**config.mk**
```make
export PLATFORM = sky130hd
export DESIGN_NAME = tube_pair_scan_multiplexer_core_flat
export DESIGN_NICKNAME = d
export VERILOG_FILES = /design/src/design/tpsm_pkg.sv /design/src/design/tpsm_if.sv /design/src/design/tpsm_cfg.sv /design/src/design/tpsm_blink.sv /design/src/design/tube_pair_scan_multiplexer_core.sv /design/src/flat_wrapper.sv
export SDC_FILE = /design/constraint.sdc
export NUM_CORES = 1
export LEC_CHECK = 0
export CORE_MARGIN = 2
export CORE_UTILIZATION = 65
export DETAILED_ROUTE_END_ITERATION = 6
export DONT_BUFFER_PORTS = 1
export PLACE_DENSITY = 0.81
export SLEW_MARGIN = 20
export SYNTH_ARGS = -nofsm -noshare
export SYNTH_HDL_FRONTEND = slang
export SYNTH_SLANG_ARGS = --single-unit
```
**constraint.sdc**
```tcl
create_clock -name clk -period 10.9 [get_ports clk]
set_input_delay 1.09 -clock clk [delete_from_list [all_inputs] [get_ports clk]]
set_output_delay 1.09 -clock clk [all_outputs]
set_load 0.005 [all_outputs]
```
**src/design/tpsm_pkg.sv**
```systemverilog
// shared constants, types and codes of the tube pair scan multiplexer
package tpsm_pkg;

    localparam int PAIR_COUNT = 3;
    localparam int NUM_TUBES  = 2 * PAIR_COUNT;
    localparam int POS_W      = (PAIR_COUNT > 1) ? $clog2(PAIR_COUNT) : 1;
    localparam int TUBE_W     = $clog2(NUM_TUBES);
    localparam int DIGIT_W    = 5;
    localparam int BCD_W      = 4;
    localparam int PADDR_W    = 3;
    localparam int PDATA_W    = 32;

    localparam logic [BCD_W-1:0] BLANK_CODE = 4'd15;

    localparam logic [1:0] OP_LOAD  = 2'd0;
    localparam logic [1:0] OP_FLAGS = 2'd1;
    localparam logic [1:0] OP_CLEAR = 2'd2;
    localparam logic [1:0] OP_SCAN  = 2'd3;

    localparam logic REG_BLINK_OFF    = 1'b0;
    localparam logic REG_BLINK_PERIOD = 1'b1;

    localparam logic [15:0] BLINK_OFF_RESET    = 16'd150;
    localparam logic [15:0] BLINK_PERIOD_RESET = 16'd550;

    typedef struct packed {
        logic [15:0] blink_off_ms;
        logic [15:0] blink_period_ms;
    } cfg_t;

    typedef struct packed {
        logic [NUM_TUBES-1:0] blank;
        logic                 restart;
    } blink_upd_t;

endpackage

```
**src/design/tpsm_if.sv**
```systemverilog
// input and result channel interfaces of the tube pair scan multiplexer
interface tpsm_in_if;
    logic        valid;
    logic        ready;
    logic [1:0]  op;
    logic [1:0]  pair_number;
    logic [7:0]  value;
    logic [2:0]  tube_index;
    logic        flash;
    logic        dot;
    logic [31:0] now_ms;
    logic [7:0]  menu_mode;

    modport source (
        output valid, op, pair_number, value, tube_index, flash, dot, now_ms, menu_mode,
        input  ready
    );
    modport sink (
        input  valid, op, pair_number, value, tube_index, flash, dot, now_ms, menu_mode,
        output ready
    );
endinterface

interface tpsm_out_if;
    logic       valid;
    logic       ready;
    logic [1:0] anode_index;
    logic [3:0] high_bcd;
    logic       high_dot;
    logic [3:0] low_bcd;
    logic       low_dot;

    modport source (
        output valid, anode_index, high_bcd, high_dot, low_bcd, low_dot,
        input  ready
    );
    modport sink (
        input  valid, anode_index, high_bcd, high_dot, low_bcd, low_dot,
        output ready
    );
endinterface

```
**src/design/tpsm_cfg.sv**
```systemverilog
// apb configuration registers for blink timing
module tpsm_cfg
    import tpsm_pkg::*;
(
    input  logic               clk,
    input  logic               rst_n,
    input  logic               psel,
    input  logic               penable,
    input  logic               pwrite,
    input  logic [PADDR_W-1:0] paddr,
    input  logic [PDATA_W-1:0] pwdata,
    output logic [PDATA_W-1:0] prdata,
    output logic               pready,
    output cfg_t               cfg
);

    cfg_t cfg_reg;
    cfg_t cfg_next;
    logic wr_en;
    logic reg_sel;

    assign pready  = 1'b1;
    assign reg_sel = paddr[2];
    assign wr_en   = psel && penable && pwrite && pready;

    always_comb
    begin
        cfg_next = cfg_reg;
        if (wr_en)
        begin
            case (reg_sel)
                REG_BLINK_OFF:    cfg_next.blink_off_ms    = pwdata[15:0];
                REG_BLINK_PERIOD: cfg_next.blink_period_ms = pwdata[15:0];
                default:          cfg_next = cfg_reg;
            endcase
        end
    end

    always_comb
    begin
        case (reg_sel)
            REG_BLINK_OFF:    prdata = {16'd0, cfg_reg.blink_off_ms};
            REG_BLINK_PERIOD: prdata = {16'd0, cfg_reg.blink_period_ms};
            default:          prdata = '0;
        endcase
    end

    always_ff @(posedge clk or negedge rst_n)
    begin
        if (!rst_n)
        begin
            cfg_reg.blink_off_ms    <= BLINK_OFF_RESET;
            cfg_reg.blink_period_ms <= BLINK_PERIOD_RESET;
        end
        else
        begin
            cfg_reg <= cfg_next;
        end
    end

    assign cfg = cfg_reg;

endmodule

```
**src/design/tpsm_blink.sv**
```systemverilog
// blink blanking update of all tubes against the shared timestamp
module tpsm_blink
    import tpsm_pkg::*;
(
    input  logic [NUM_TUBES-1:0] flash_flags,
    input  logic [31:0]          now_ms,
    input  logic [31:0]          blink_stamp,
    input  cfg_t                 cfg,
    output blink_upd_t           upd
);

    logic [31:0] elapsed;
    logic        past_off;
    logic        past_period;
    logic        off_zero;
    logic        seen;

    assign elapsed     = now_ms - blink_stamp;
    assign past_off    = elapsed >= {16'd0, cfg.blink_off_ms};
    assign past_period = elapsed >= {16'd0, cfg.blink_period_ms};
    assign off_zero    = cfg.blink_off_ms == 16'd0;

    // after a restart the later flashing tubes see zero elapsed time
    always_comb
    begin
        seen      = 1'b0;
        upd.blank = '0;
        for (int i = 0; i < NUM_TUBES; i++)
        begin
            if (flash_flags[i])
            begin
                upd.blank[i] = (seen && past_off && past_period) ? off_zero : past_off;
                seen         = 1'b1;
            end
        end
        upd.restart = (|flash_flags) && past_off && past_period;
    end

endmodule

```
**src/design/tube_pair_scan_multiplexer_core.sv**
```systemverilog
// top level of the tube pair scan multiplexer: input register, tube state, result register
//
// usage
//   in_ch carries one beat per command: load pair digits, set tube flags,
//   clear all flags, or a scan step. only a scan step yields a result beat
//   on out_ch: the anode position and bcd/dot drive of its high and low tube.
//   blink timing registers sit on the apb port (blink_off_ms at 0x0, blink_period_ms at
//   0x4); the user must write them only while idle (the block does not enforce this).
// pipeline and throughput
//   a beat is registered in the input register and processed from there; a scan
//   result is registered in the result register and leaves from there. one beat
//   per cycle is sustained unless a scan beat waits on a stalled out_ch; the tube
//   state update is a single pass of logic between the input and result registers.
// reset
//   digits, flags, blink stamp and scan position clear; blink registers take
//   150 and 550; both pipeline registers empty.
// stall
//   while out_ch is stalled a held result stays valid; non-scan beats keep
//   flowing, and a scan beat waits in the input register until the result
//   register frees, blocking new beats meanwhile.
module tube_pair_scan_multiplexer_core
    import tpsm_pkg::*;
(
    input  logic               clk,
    input  logic               rst_n,
    tpsm_in_if.sink            in_ch,
    tpsm_out_if.source         out_ch,
    input  logic               psel,
    input  logic               penable,
    input  logic               pwrite,
    input  logic [PADDR_W-1:0] paddr,
    input  logic [PDATA_W-1:0] pwdata,
    output logic [PDATA_W-1:0] prdata,
    output logic               pready
);

    typedef struct packed {
        logic [1:0]  op;
        logic [1:0]  pair_number;
        logic [7:0]  value;
        logic [2:0]  tube_index;
        logic        flash;
        logic        dot;
        logic [31:0] now_ms;
        logic [7:0]  menu_mode;
    } in_beat_t;

    typedef struct packed {
        logic [1:0]       anode_index;
        logic [BCD_W-1:0] high_bcd;
        logic             high_dot;
        logic [BCD_W-1:0] low_bcd;
        logic             low_dot;
    } out_beat_t;

    function automatic logic [DIGIT_W-1:0] tens_of(input logic [7:0] v);
        logic [15:0] prod;
        prod    = 16'(v) * 16'd205;
        tens_of = DIGIT_W'(prod >> 11);
    endfunction

    function automatic logic [DIGIT_W-1:0] ones_of(input logic [7:0] v,
                                                   input logic [DIGIT_W-1:0] tens);
        logic [7:0] tens_x10;
        tens_x10 = 8'(tens) * 8'd10;
        ones_of  = DIGIT_W'(4'(v - tens_x10));
    endfunction

    cfg_t       cfg;
    blink_upd_t blink_upd;

    in_beat_t s1_reg;
    in_beat_t s1_next;
    logic     s1_valid_reg;
    logic     s1_valid_next;
    logic     s1_advance;
    logic     in_fire;

    logic [DIGIT_W-1:0]   digit_reg [NUM_TUBES];
    logic [DIGIT_W-1:0]   digit_next [NUM_TUBES];
    logic [NUM_TUBES-1:0] flash_reg;
    logic [NUM_TUBES-1:0] flash_next;
    logic [NUM_TUBES-1:0] dot_reg;
    logic [NUM_TUBES-1:0] dot_next;
    logic [NUM_TUBES-1:0] blank_reg;
    logic [NUM_TUBES-1:0] blank_next;
    logic [31:0]          stamp_reg;
    logic [31:0]          stamp_next;
    logic [POS_W-1:0]     pos_reg;
    logic [POS_W-1:0]     pos_next;

    out_beat_t out_reg;
    out_beat_t out_next;
    logic      out_valid_reg;
    logic      out_valid_next;

    logic               is_scan;
    logic               edit_mode;
    logic               load_en;
    logic [DIGIT_W-1:0] tens;
    logic [DIGIT_W-1:0] ones;
    out_beat_t          scan_beat;

    tpsm_cfg u_cfg (
        .clk     (clk),
        .rst_n   (rst_n),
        .psel    (psel),
        .penable (penable),
        .pwrite  (pwrite),
        .paddr   (paddr),
        .pwdata  (pwdata),
        .prdata  (prdata),
        .pready  (pready),
        .cfg     (cfg)
    );

    tpsm_blink u_blink (
        .flash_flags (flash_reg),
        .now_ms      (s1_reg.now_ms),
        .blink_stamp (stamp_reg),
        .cfg         (cfg),
        .upd         (blink_upd)
    );

    // input side handshake
    assign is_scan    = s1_reg.op == OP_SCAN;
    assign s1_advance = s1_valid_reg && (!is_scan || !out_valid_reg || out_ch.ready);
    assign in_ch.ready = !s1_valid_reg || s1_advance;
    assign in_fire    = in_ch.valid && in_ch.ready;

    always_comb
    begin
        s1_next = s1_reg;
        if (in_fire)
        begin
            s1_next.op          = in_ch.op;
            s1_next.pair_number = in_ch.pair_number;
            s1_next.value       = in_ch.value;
            s1_next.tube_index  = in_ch.tube_index;
            s1_next.flash       = in_ch.flash;
            s1_next.dot         = in_ch.dot;
            s1_next.now_ms      = in_ch.now_ms;
            s1_next.menu_mode   = in_ch.menu_mode;
        end
        s1_valid_next = in_fire ? 1'b1 : (s1_advance ? 1'b0 : s1_valid_reg);
    end

    // digit load, shared by load beats and the edit override
    assign edit_mode = s1_reg.menu_mode != 8'd0;
    assign load_en   = (s1_reg.op == OP_LOAD) || (is_scan && edit_mode);
    assign tens      = tens_of(s1_reg.value);
    assign ones      = ones_of(s1_reg.value, tens);

    always_comb
    begin
        for (int i = 0; i < NUM_TUBES; i++)
        begin
            digit_next[i] = digit_reg[i];
            if (load_en && int'(s1_reg.pair_number) == i / 2 + 1)
            begin
                digit_next[i] = (i % 2 == 0) ? tens : ones;
            end
        end
    end

    // scan output from the current digits and last blanking
    always_comb
    begin
        scan_beat = '0;
        scan_beat.anode_index = 2'(pos_reg);
        for (int p = 0; p < PAIR_COUNT; p++)
        begin
            if (pos_reg == POS_W'(p))
            begin
                scan_beat.high_bcd = blank_reg[p] ? BLANK_CODE : digit_next[p][BCD_W-1:0];
                scan_beat.high_dot = blank_reg[p] ? 1'b0 : dot_reg[p];
                scan_beat.low_bcd  = blank_reg[p + PAIR_COUNT] ? BLANK_CODE
                                   : digit_next[p + PAIR_COUNT][BCD_W-1:0];
                scan_beat.low_dot  = blank_reg[p + PAIR_COUNT] ? 1'b0
                                   : dot_reg[p + PAIR_COUNT];
            end
        end
    end

    always_comb
    begin
        flash_next = flash_reg;
        dot_next   = dot_reg;
        blank_next = blank_reg;
        stamp_next = stamp_reg;
        pos_next   = pos_reg;
        if (s1_advance)
        begin
            case (s1_reg.op)
                OP_FLAGS:
                begin
                    for (int i = 0; i < NUM_TUBES; i++)
                    begin
                        if (s1_reg.tube_index == TUBE_W'(i))
                        begin
                            flash_next[i] = s1_reg.flash;
                            dot_next[i]   = s1_reg.dot;
                        end
                    end
                end
                OP_CLEAR:
                begin
                    flash_next = '0;
                    dot_next   = '0;
                    blank_next = '0;
                end
                OP_SCAN:
                begin
                    if (edit_mode)
                    begin
                        blank_next = blink_upd.blank;
                        if (blink_upd.restart)
                        begin
                            stamp_next = s1_reg.now_ms;
                        end
                    end
                    pos_next = (int'(pos_reg) >= PAIR_COUNT - 1) ? '0 : pos_reg + 1'b1;
                end
                default:
                begin
                    flash_next = flash_reg;
                end
            endcase
        end
    end

    // result register
    always_comb
    begin
        out_next       = out_reg;
        out_valid_next = out_ch.ready ? 1'b0 : out_valid_reg;
        if (s1_advance && is_scan)
        begin
            out_next       = scan_beat;
            out_valid_next = 1'b1;
        end
    end

    always_ff @(posedge clk or negedge rst_n)
    begin
        if (!rst_n)
        begin
            s1_valid_reg  <= 1'b0;
            out_valid_reg <= 1'b0;
            flash_reg     <= '0;
            dot_reg       <= '0;
            blank_reg     <= '0;
            stamp_reg     <= '0;
            pos_reg       <= '0;
            for (int i = 0; i < NUM_TUBES; i++)
            begin
                digit_reg[i] <= '0;
            end
        end
        else
        begin
            s1_valid_reg  <= s1_valid_next;
            out_valid_reg <= out_valid_next;
            flash_reg     <= flash_next;
            dot_reg       <= dot_next;
            blank_reg     <= blank_next;
            stamp_reg     <= stamp_next;
            pos_reg       <= pos_next;
            if (s1_advance)
            begin
                for (int i = 0; i < NUM_TUBES; i++)
                begin
                    digit_reg[i] <= digit_next[i];
                end
            end
        end
    end

    always_ff @(posedge clk)
    begin
        s1_reg  <= s1_next;
        out_reg <= out_next;
    end

    assign out_ch.valid       = out_valid_reg;
    assign out_ch.anode_index = out_reg.anode_index;
    assign out_ch.high_bcd    = out_reg.high_bcd;
    assign out_ch.high_dot    = out_reg.high_dot;
    assign out_ch.low_bcd     = out_reg.low_bcd;
    assign out_ch.low_dot     = out_reg.low_dot;

endmodule

```
**src/flat_wrapper.sv**
```systemverilog
// flat-port wrapper written by rule: the top's interface ports become plain ports
module tube_pair_scan_multiplexer_core_flat import tpsm_pkg::*;
  (clk, rst_n, psel, penable, pwrite, paddr, pwdata, prdata, pready, in_ch_valid, in_ch_op, in_ch_pair_number, in_ch_value, in_ch_tube_index, in_ch_flash, in_ch_dot, in_ch_now_ms, in_ch_menu_mode, in_ch_ready, out_ch_valid, out_ch_anode_index, out_ch_high_bcd, out_ch_high_dot, out_ch_low_bcd, out_ch_low_dot, out_ch_ready);
  tpsm_in_if in_ch_i ();
  tpsm_out_if out_ch_i ();
  input  logic clk;
  input  logic rst_n;
  input  logic psel;
  input  logic penable;
  input  logic pwrite;
  input  logic [PADDR_W-1:0] paddr;
  input  logic [PDATA_W-1:0] pwdata;
  output logic [PDATA_W-1:0] prdata;
  output logic pready;
  input wire logic [$bits(in_ch_i.valid)-1:0] in_ch_valid;
  input wire logic [$bits(in_ch_i.op)-1:0] in_ch_op;
  input wire logic [$bits(in_ch_i.pair_number)-1:0] in_ch_pair_number;
  input wire logic [$bits(in_ch_i.value)-1:0] in_ch_value;
  input wire logic [$bits(in_ch_i.tube_index)-1:0] in_ch_tube_index;
  input wire logic [$bits(in_ch_i.flash)-1:0] in_ch_flash;
  input wire logic [$bits(in_ch_i.dot)-1:0] in_ch_dot;
  input wire logic [$bits(in_ch_i.now_ms)-1:0] in_ch_now_ms;
  input wire logic [$bits(in_ch_i.menu_mode)-1:0] in_ch_menu_mode;
  output wire logic [$bits(in_ch_i.ready)-1:0] in_ch_ready;
  output wire logic [$bits(out_ch_i.valid)-1:0] out_ch_valid;
  output wire logic [$bits(out_ch_i.anode_index)-1:0] out_ch_anode_index;
  output wire logic [$bits(out_ch_i.high_bcd)-1:0] out_ch_high_bcd;
  output wire logic [$bits(out_ch_i.high_dot)-1:0] out_ch_high_dot;
  output wire logic [$bits(out_ch_i.low_bcd)-1:0] out_ch_low_bcd;
  output wire logic [$bits(out_ch_i.low_dot)-1:0] out_ch_low_dot;
  input wire logic [$bits(out_ch_i.ready)-1:0] out_ch_ready;
  assign in_ch_i.valid = in_ch_valid;
  assign in_ch_i.op = in_ch_op;
  assign in_ch_i.pair_number = in_ch_pair_number;
  assign in_ch_i.value = in_ch_value;
  assign in_ch_i.tube_index = in_ch_tube_index;
  assign in_ch_i.flash = in_ch_flash;
  assign in_ch_i.dot = in_ch_dot;
  assign in_ch_i.now_ms = in_ch_now_ms;
  assign in_ch_i.menu_mode = in_ch_menu_mode;
  assign in_ch_ready = in_ch_i.ready;
  assign out_ch_valid = out_ch_i.valid;
  assign out_ch_anode_index = out_ch_i.anode_index;
  assign out_ch_high_bcd = out_ch_i.high_bcd;
  assign out_ch_high_dot = out_ch_i.high_dot;
  assign out_ch_low_bcd = out_ch_i.low_bcd;
  assign out_ch_low_dot = out_ch_i.low_dot;
  assign out_ch_i.ready = out_ch_ready;
  tube_pair_scan_multiplexer_core u_core (.clk(clk), .rst_n(rst_n), .in_ch(in_ch_i), .out_ch(out_ch_i), .psel(psel), .penable(penable), .pwrite(pwrite), .paddr(paddr), .pwdata(pwdata), .prdata(prdata), .pready(pready));
endmodule
```
* Yosys cells after proc, flatten, opt, wreduce, memory -nomap -nowiden
Index checks and enable logic that the tools add are counted.
** Operators by class
- $lt $le $gt $ge :: 3
- Reduce and logical (&&, ||, !) cells :: 49
- Bitwise gates (word level) :: 1
- Equal/unequal tests :: 20
- Multipliers :: 2
- Muxes and demuxes :: 59
- $add $sub $neg :: 3
** Operator list (number)
- 32-bit by 16-bit >= comparator with 1-bit output :: 2
- 32-bit one-hot mux with 2 select lines :: 1
- 4-bit two-way mux :: 12
- 1-bit two-way mux :: 38
- 6-bit one-hot mux with 2 select lines :: 3
- 32-bit subtractor :: 1
- 10-bit two-way mux :: 3
- 1-bit logical AND :: 21
- 3-bit AND reduction :: 7
- 16-bit zero test :: 1
- 8-bit by 8-bit multiplier with 16-bit output, second input constant :: 1
- 2-bit by 1-bit inequality test with 1-bit output, second input constant :: 6
- 2-bit equality test, second input constant :: 5
- 2-bit nonzero test :: 4
- 8-bit nonzero test :: 1
- 2-bit by 1-bit equality test with 1-bit output, second input constant :: 3
- 3-bit by 2-bit equality test with 1-bit output, second input constant :: 2
- 3-bit equality test, second input constant :: 2
- 6-bit two-way mux :: 1
- 2-bit AND reduction :: 3
- 6-bit OR reduction :: 1
- 5-bit by 3-bit multiplier with 3-bit output, second input constant :: 1
- 2-bit zero test :: 2
- 1-bit logical OR :: 4
- 10 further kinds :: 12
** Word-level totals
- Flip-flop bits (word level) :: 179

* Depth between registers and ports, before layout
Gate-level depths: netlist of the first run.
- Depth in word-level cells :: 11
- Gate-level depth with buffers :: 21

* Hierarchy
Synthesis of the first run repeated with hierarchy kept, for this count alone.
** Unflattened totals
- Cell total of the unflattened synthesis :: 1059
- Area total of the unflattened synthesis :: 11483.5 µm²
** By module, submodules not included
- tube_pair_scan_multiplexer_core :: cells each 496, area an instance 6812.8 µm², instances 1
- tpsm_blink :: cells each 458, area an instance 3062.9 µm², instances 1
- tpsm_cfg :: cells each 105, area an instance 1607.8 µm², instances 1

* Worst setup path before layout of the first run
No wires, ideal clock.
- Kind :: reg-to-reg
- Start point :: register u_core.s1_reg[51] (netlist bit)
- End point :: register u_core.out_reg, in the netlist u_core.out_ch.low_bcd[3] (data pin)
- Path buffers :: 0
- Stages on the path, launching flop included :: 20
- Slack :: 5928 ps
- Data required time :: 10636 ps
- Arrival :: 4708 ps
- Period minus slack after synthesis :: 4972 ps
- Cell sequence :: edfxtp_1 ha_1 inv_1 fa_1 fa_1 fa_1 inv_1 ha_1 or4_1 o311a_1 nand2_1 ha_1 inv_1 fa_1 xnor2_1 xnor2_1 xnor2_2 o21ai_0 o21ai_0 nand3_1
** RTL lines
- start: declaration :: line tube_pair_scan_multiplexer_core.sv:72 : in_beat_t s1_reg;
- start signal: assignment :: line tube_pair_scan_multiplexer_core.sv:281 : s1_reg <= s1_next;
- end signal: assignment :: line tube_pair_scan_multiplexer_core.sv:282 : out_reg <= out_next;
- end: declaration :: line tube_pair_scan_multiplexer_core.sv:92 : out_beat_t out_reg;

==> flow_metrics.py, run 1 <==
metrics = {
    "flow_run": {
        "drv_cap": 0,
    },
    "clocking": {
        "cts.clk_slew.worst_paths_ns": 0.08,
        "cts_tree": "built",
        "cts_setup_buffers": 0,
        "postCtsResizedCells": 0,
        "cts-htree-levels": 4,
        "cts_hold_buf": 0,
        "numCtsBuffers": 17,
        "cts.sinks": 179,
        "clk_path_buf_depth": 2,
        "clock_latency_ns": 0.44,
        "root_buffer": "clkbuf_16",
    },
    "power_and_ir_drop": {
        "powerDensity_nw_per_um2": 235,
        "switchingPower_mw": 1.08,
        "leakagePower_nw": 5.46,
        "ir_worst_vdd_uv": 183,
        "p_clk_frac": 0.233,
        "p_int_mw": 1.75,
        "power_switching_share": 0.381,
        "power.total_mw": 2.83,
        "p_seq_frac": 0.337,
        "power_frac_comb": 0.430,
    },
    "timing": {
        "hold_viol_final": 0,
        "setup_slack_ns": 5.27,
        "tns_ns": 0,
        "clock_skew_ns": 0.0160,
        "slew_violations": 0,
        "rsz0062_at_grt": "no",
        "tightestPinTransition_ns": 0.975,
        "period_share": 0.517,
        "fmax_mhz": 177,
        "setup_viol": 0,
        "finalCriticalPeriod_ns": 5.63,
        "slew_headroom": 0.346,
        "hold_ws_ns": 0.353,
    },
    "layout": {
        "nets": 1268,
        "area_growth_pct": 6.51,
        "drive_above_1_share": 0.139,
        "seq_area_sq_um": 4830,
        "final.fill_count": 1259,
        "antenna_cells": 0,
        "multi_input_area_sq_um": 5810,
        "fin_cells": 1291,
        "largest_reg_flops": 57,
    },
    "detailed_routing": {
        "vias": 7935,
        "viasPerCell": 6.15,
        "wl_mm": 23.4,
        "drtAntennaViolNets": 0,
        "drt-pass1-iter-count": 6,
        "drcViolationCount": 0,
        "drtIter0Drc": 525,
        "wl_per_cell_um": 18.1,
    },
    "critical_path": {
        "path_class": "flip-flop to flip-flop",
        "cp-start-kind": "flip-flop",
        "cp-end-kind": "flip-flop",
        "cp_max_fo": 6,
        "cpPeakStageDelay_ns": 0.58,
        "worst-path-buf-inv": 3,
        "cp_data_arrival_time_ns": 5.79,
        "critPathTopFamily": "adder cells",
        "cpMostUsedCell": "fa_1",
        "crit_required_ns": 11.06,
        "path_cells": "ha_1 > inv_1 > fa_1 > fa_1 > fa_1 > inv_1 > ha_1 > or4_1 > o311a_1 > nand2_1 > ha_1 > inv_1 > fa_1 > xnor2_1 > xnor2_1 > xnor2_2 > o21ai_0 > o21ai_0 > nand3_1",
        "crit_slowest_cell": "fa_1",
    },
    "yosys": {
        "ys_warn_count": 0,
        "netlist_instances": 1062,
        "ys_ff_latch": 179,
        "synth.area.top_cells": "dfrtp_1, edfxtp_1, ha_1",
        "synth-main-ff-cell": "dfrtp_1",
        "yosysSeqAreaShare": 0.428,
        "syn_avg_cell_area_sq_um": 10.6,
        "yosys.area.top_type_share": 0.226,
        "ys_types": 74,
        "async_reset_ff_frac": 0.615,
        "synth_top_area_cell": "dfrtp_1",
        "synth_area_sq_um": 11300,
        "synth-edff-count": 69,
    },
    "floorplan": {
        "die_w_um": 136,
        "num_rows": 48,
        "core_sq_um": 17100,
        "ioPinCount": 146,
        "fp.dieH_um": 136,
        "dieArea_sq_um": 18500,
        "start_util": 0.660,
    },
    "status": {
        "outcome": "finished, final reports clean",
    },
    "grt": {
        "antenna_found_initial": 0,
        "grt_pass1_vias": 7716,
        "grt_pass1_wl_mm": 38.2,
        "grt_usage": 0.264,
        "grt_max_degree": 111,
        "overflow": 0,
    },
    "place": {
        "port_buffers": 0,
        "place_ws_ns": 5.34,
        "dp.cells": 1259,
        "dp_hpwl_mm": 16.9,
        "gp_congestion": 0.906,
    },
    "min_path": {
        "min_path_type": "input pin to asynchronous set/reset pin",
    },
}
## path summary, 6_finish.rpt
path,from,endpoint,slack (ns),cells after the start
worst max-delay path,u_core.s1_reg[51],u_core.out_ch.low_bcd[3],5.27,19
worst min-delay path,rst_n,u_core.digit_reg[26],0.35,0
worst max register to register,u_core.s1_reg[51],u_core.out_ch.low_bcd[3],5.27,19
worst min register to register,u_core.digit_reg[13],u_core.digit_reg[13],0.49,2
max in group asynchronous,rst_n,u_core.u_cfg.cfg[23],10.32,0
min in group clk,u_core.digit_reg[13],u_core.digit_reg[13],0.49,2
## cells in the final DEF, fill, tap and decap left out, drive strengths merged, types with 5 or more instances in the layout
cell type / Yosys / layout
ha: 103 / 103
nor4: 9 / 9
o211ai: 12 / 12
fa: 13 / 13
a31oi: 6 / 6
clkinv: 0 / 6
xor2: 9 / 9
clkbuf: 21 / 17
nor2: 42 / 42
nand3: 13 / 13
a21oi: 64 / 64
a21o: 27 / 27
inv: 119 / 125
o41ai: 6 / 6
a2111oi: 5 / 5
conb: 2 / 17
nand4: 16 / 16
edfxtp: 69 / 69
nand2: 81 / 81
a32o: 6 / 6
dfrtp: 102 / 102
nor2b: 10 / 10
nor3: 10 / 10
o21ai: 81 / 81
xnor2: 19 / 19
mux2: 93 / 93
nand3b: 6 / 6
dfstp: 8 / 8
o21a: 5 / 5
nand2b: 15 / 15
and3: 6 / 6
## synthesized netlist by cell type (16+ instances only)
cell,number
buf_4,18
mux2_2,64
ha_1,103
nand4_1,16
o21ai_0,76
clkbuf_1,21
xnor2_1,18
mux2_4,29
a21oi_1,61
a21o_1,27
inv_1,119
dfrtp_1,102
nor2_1,41
edfxtp_1,69
nand2_1,81
## per-layer routing
metal / vias up / wire (um) / global-route usage / share of wire
met1: 3826 / 9920 / 0.332 / 0.42
met3: 55 / 1160 / 0.0619 / 0.049
met4: 0 / 694 / 0.104 / 0.030
li1: 3776 / - / - / -
met5: - / 0 / 0 / 0
met2: 278 / 11600 / 0.445 / 0.50
## cell families (layout without fill, tap and decap cells)
group | Yosys count | in the layout | share of synthesized area
and+or+nand+nor | 226 | 226 | 0.0995
other | 2 | 17 | 0.000665
adders and majority gates | 116 | 116 | 0.137
buffers and inverters | 164 | 153 | 0.0628
muxes | 97 | 97 | 0.106
DFF | 179 | 179 | 0.428
xor gates and xnor gates | 28 | 28 | 0.0224
AOI/OAI and AO/OA | 250 | 250 | 0.144
## per-stage QoR
| stage | util | instance area (sq um) |
|---|---|---|
| after floorplan | - | 11400 |
| after global placement | 0.665 | 11400 |
| after detailed placement | 0.665 | 11400 |
| after CTS | 0.703 | 12000 |
| after global routing | 0.703 | 12000 |
| final | 0.703 | 12000 |
## cell type report
class	instances	share of cell area
flip-flops and latches	179	0.402
well taps	225	0.0234
multi-input cells	734	0.483
repair buffers	2	0.00125
clock buffers	17	0.0353
clock inverters	15	0.0182
inverters	119	0.0371
## power groups by stage
stage	combinational, mW	clock [mW]	sequential [mW]
after global placement	1.14	0	0.958
final	1.22	0.660	0.954
after detailed placement	1.18	0	0.964
after floorplan	0.949	0	0.927
after CTS	1.20	0.672	0.952
after global routing	1.35	0.697	0.973
No activity file was read; power rests on OpenSTA's default activity.
==> inputs of run 2 (changes only) <==
--- a/config.mk
+++ b/config.mk
@@ -6,10 +6,10 @@
 export NUM_CORES = 1
 export LEC_CHECK = 0
 export CORE_MARGIN = 2
-export CORE_UTILIZATION = 65
+export CORE_UTILIZATION = 59
 export DETAILED_ROUTE_END_ITERATION = 6
 export DONT_BUFFER_PORTS = 1
-export PLACE_DENSITY = 0.81
+export PLACE_DENSITY = 0.78
 export SLEW_MARGIN = 20
 export SYNTH_ARGS = -nofsm -noshare
 export SYNTH_HDL_FRONTEND = slang
==> constraint.sdc (replaced) <==
create_clock -name clk -period 4.6 [get_ports clk]
set_input_delay 0.46 -clock clk [delete_from_list [all_inputs] [get_ports clk]]
set_output_delay 0.46 -clock clk [all_outputs]
set_load 0.005 [all_outputs]
==> run 2 against run 1 <==
Compared with the run above:
- via count is 0.20% higher
- global-route usage down 1.4 points
- hold slack got worse by 0.25 ns
- count of clock-buffer cells in the layout rose by 3
- routed wire length grew 5.7%
- design area up 5.7%
- the flow now finishes with violations (setup timing)
- first-iteration DRC count shrank 5.0%
- die area up 9.9%
- critical endpoint unchanged
- highest routed layer is now met5
- non-clock buffer count increased by 40
- setup slack got worse by 5.4 ns
==> flow_metrics.py, run 2 (synthesis results as in run 1) <==
metrics = {
    "clocking": {
        "numCtsBuffers": 17,
        "clock_latency_ns": 0.44,
        "root_buffer": "clkbuf_16",
        "cts-htree-levels": 4,
        "cts_tree": "built",
        "cts.sinks": 179,
        "cts.clk_slew.worst_paths_ns": 0.08,
        "clk_path_buf_depth": 2,
    },
    "detailed_routing": {
        "wl_met2_mm": 12.3,
        "drt-pass1-iter-count": 6,
        "routed.top_layer": "met5",
        "wl_per_cell_um": 18.4,
        "vias": 7951,
        "wl_met3_mm": 1.04,
        "wl_mm": 24.8,
        "drtAntennaViolNets": 0,
        "met1Wirelength_mm": 10.8,
        "drcViolationCount": 0,
        "drtIter0Drc": 499,
        "viasPerCell": 5.92,
    },
    "layout": {
        "largest_reg_flops": 57,
        "final_cell_mix": "inv_1, dfrtp_1, ha_1, nand2_1, edfxtp_1",
        "area_growth_pct": 12.6,
        "nets": 1308,
        "stdcell_area_sq_um": 12700,
        "drive_above_1_share": 0.217,
        "final_util": 0.678,
        "mostFrequentLayoutCell": "inv_1",
    },
    "power_and_ir_drop": {
        "powerDensity_nw_per_um2": 558,
        "ir_worst_vdd_uv": 341,
        "power.total_mw": 7.10,
        "leakagePower_nw": 5.67,
    },
    "timing": {
        "setup_slack_ns": -0.150,
        "rsz0062_at_grt": "yes",
        "slew_violations": 0,
        "clock_skew_ns": 0.0155,
        "slew_headroom": 0.366,
        "tightestPinTransition_ns": 0.949,
        "period_share": 1.03,
        "tns_ns": -0.355,
        "finalCriticalPeriod_ns": 4.75,
        "hold_viol_final": 0,
        "fmax_mhz": 211,
        "hold_ws_ns": 0.107,
        "setup_viol": 4,
    },
    "floorplan": {
        "core_sq_um": 18800,
        "dieArea_sq_um": 20300,
        "die_w_um": 142,
        "start_util": 0.602,
        "fp.dieH_um": 142,
        "num_rows": 50,
        "ioPinCount": 146,
    },
    "critical_path": {
        "critPathTopFamily": "adder cells",
        "cp-end-kind": "flip-flop",
        "cp_max_fo": 4,
        "path_class": "flip-flop to flip-flop",
        "crit_slowest_cell": "fa_1",
        "cp_data_arrival_time_ns": 4.93,
        "cp-start-kind": "flip-flop",
        "worst-path-buf-inv": 3,
        "cpPeakStageDelay_ns": 0.52,
        "path_cells": "ha_4 > inv_2 > fa_1 > fa_1 > fa_2 > inv_2 > ha_4 > or4_1 > o311a_1 > nand2_2 > ha_2 > inv_2 > fa_2 > xnor2_2 > xnor2_2 > xnor2_2 > o21ai_1 > o21ai_1 > nand3_1",
        "crit_required_ns": 4.78,
    },
    "grt": {
        "antenna_found_initial": 4,
        "grt_pass1_wl_mm": 39.6,
        "overflow": 0,
        "grt_usage": 0.250,
        "grt_max_degree": 111,
        "grt_pass1_vias": 7982,
    },
    "min_path": {
        "min_path_type": "input pin to flip-flop",
    },
    "place": {
        "port_buffers": 0,
        "dp_hpwl_mm": 17.6,
        "gp_congestion": 0.933,
        "place_area_sq_um": 11700,
    },
    "status": {
        "violations": "setup timing",
        "outcome": "finished with violations",
    },
    "flow_run": {
        "drv_cap": 0,
    },
}
==> run 2: worst paths after layout <==
path	startpoint	end	slack [ns]	depth (start not counted)
hold reg to reg	u_core.digit_reg[16]	u_core.digit_reg[16]	0.48	2
setup reg to reg	u_core.s1_reg[47]	u_core.out_ch.low_bcd[3]	-0.15	19
max in group asynchronous	rst_n	u_core.stamp_reg[20]	3.49	2
setup / recovery	u_core.s1_reg[47]	u_core.out_ch.low_bcd[3]	-0.15	19
hold / removal	in_ch_menu_mode[6]	u_core.s1_reg[6]	0.11	0
min in group asynchronous	rst_n	u_core.u_cfg.cfg[4]	0.63	2
==> run 2: metrics by stage <==
stage | instances | worst slack, ns
after floorplan | 1077 | -0.114
after global placement | 1291 | -0.140
after detailed placement | 1291 | -0.211
after CTS | 1333 | -0.141
after global routing | 1341 | -0.280
final | 1343 | -0.150
==> run 2: layer usage <==
layer  track usage  up-vias
li1              -     3867
met3        0.0511       46
met2         0.427      198
met5             0        -
met1         0.313     3838
met4        0.0980        2
==> run 2: cell type report <==
class                   count  area [sq um]
flip-flops and latches    179          4830
clock buffers              20           458
well taps                 234           293
clock inverters            12           133
inverters                 119           447
diodes                      3          7.51
fillers                  1357          6040
multi-input cells         734          6180
repair buffers             42           374
==> run 2: repair_timing <==
| item | 4_1_cts | 5_1_grt |
|---|---|---|
| setup buffers | 8 | 7 |
| setup endpoints to repair | 7 | 45 |
| hold buffers | 2 | 0 |
| pin swaps | 21 | 17 |
| endpoints found under the hold margin | 110 | 0 |
| gates resized for setup | 29 | 23 |
==> run 2: where the power goes <==
| part | internal (mW) | leakage (nW) | switching (mW) | total, mW |
|---|---|---|---|---|
| clock | 0.759 | 0.290 | 0.689 | 1.45 |
| sequential | 2.02 | 2.00 | 0.253 | 2.27 |
| combinational | 1.58 | 3.39 | 1.80 | 3.38 |
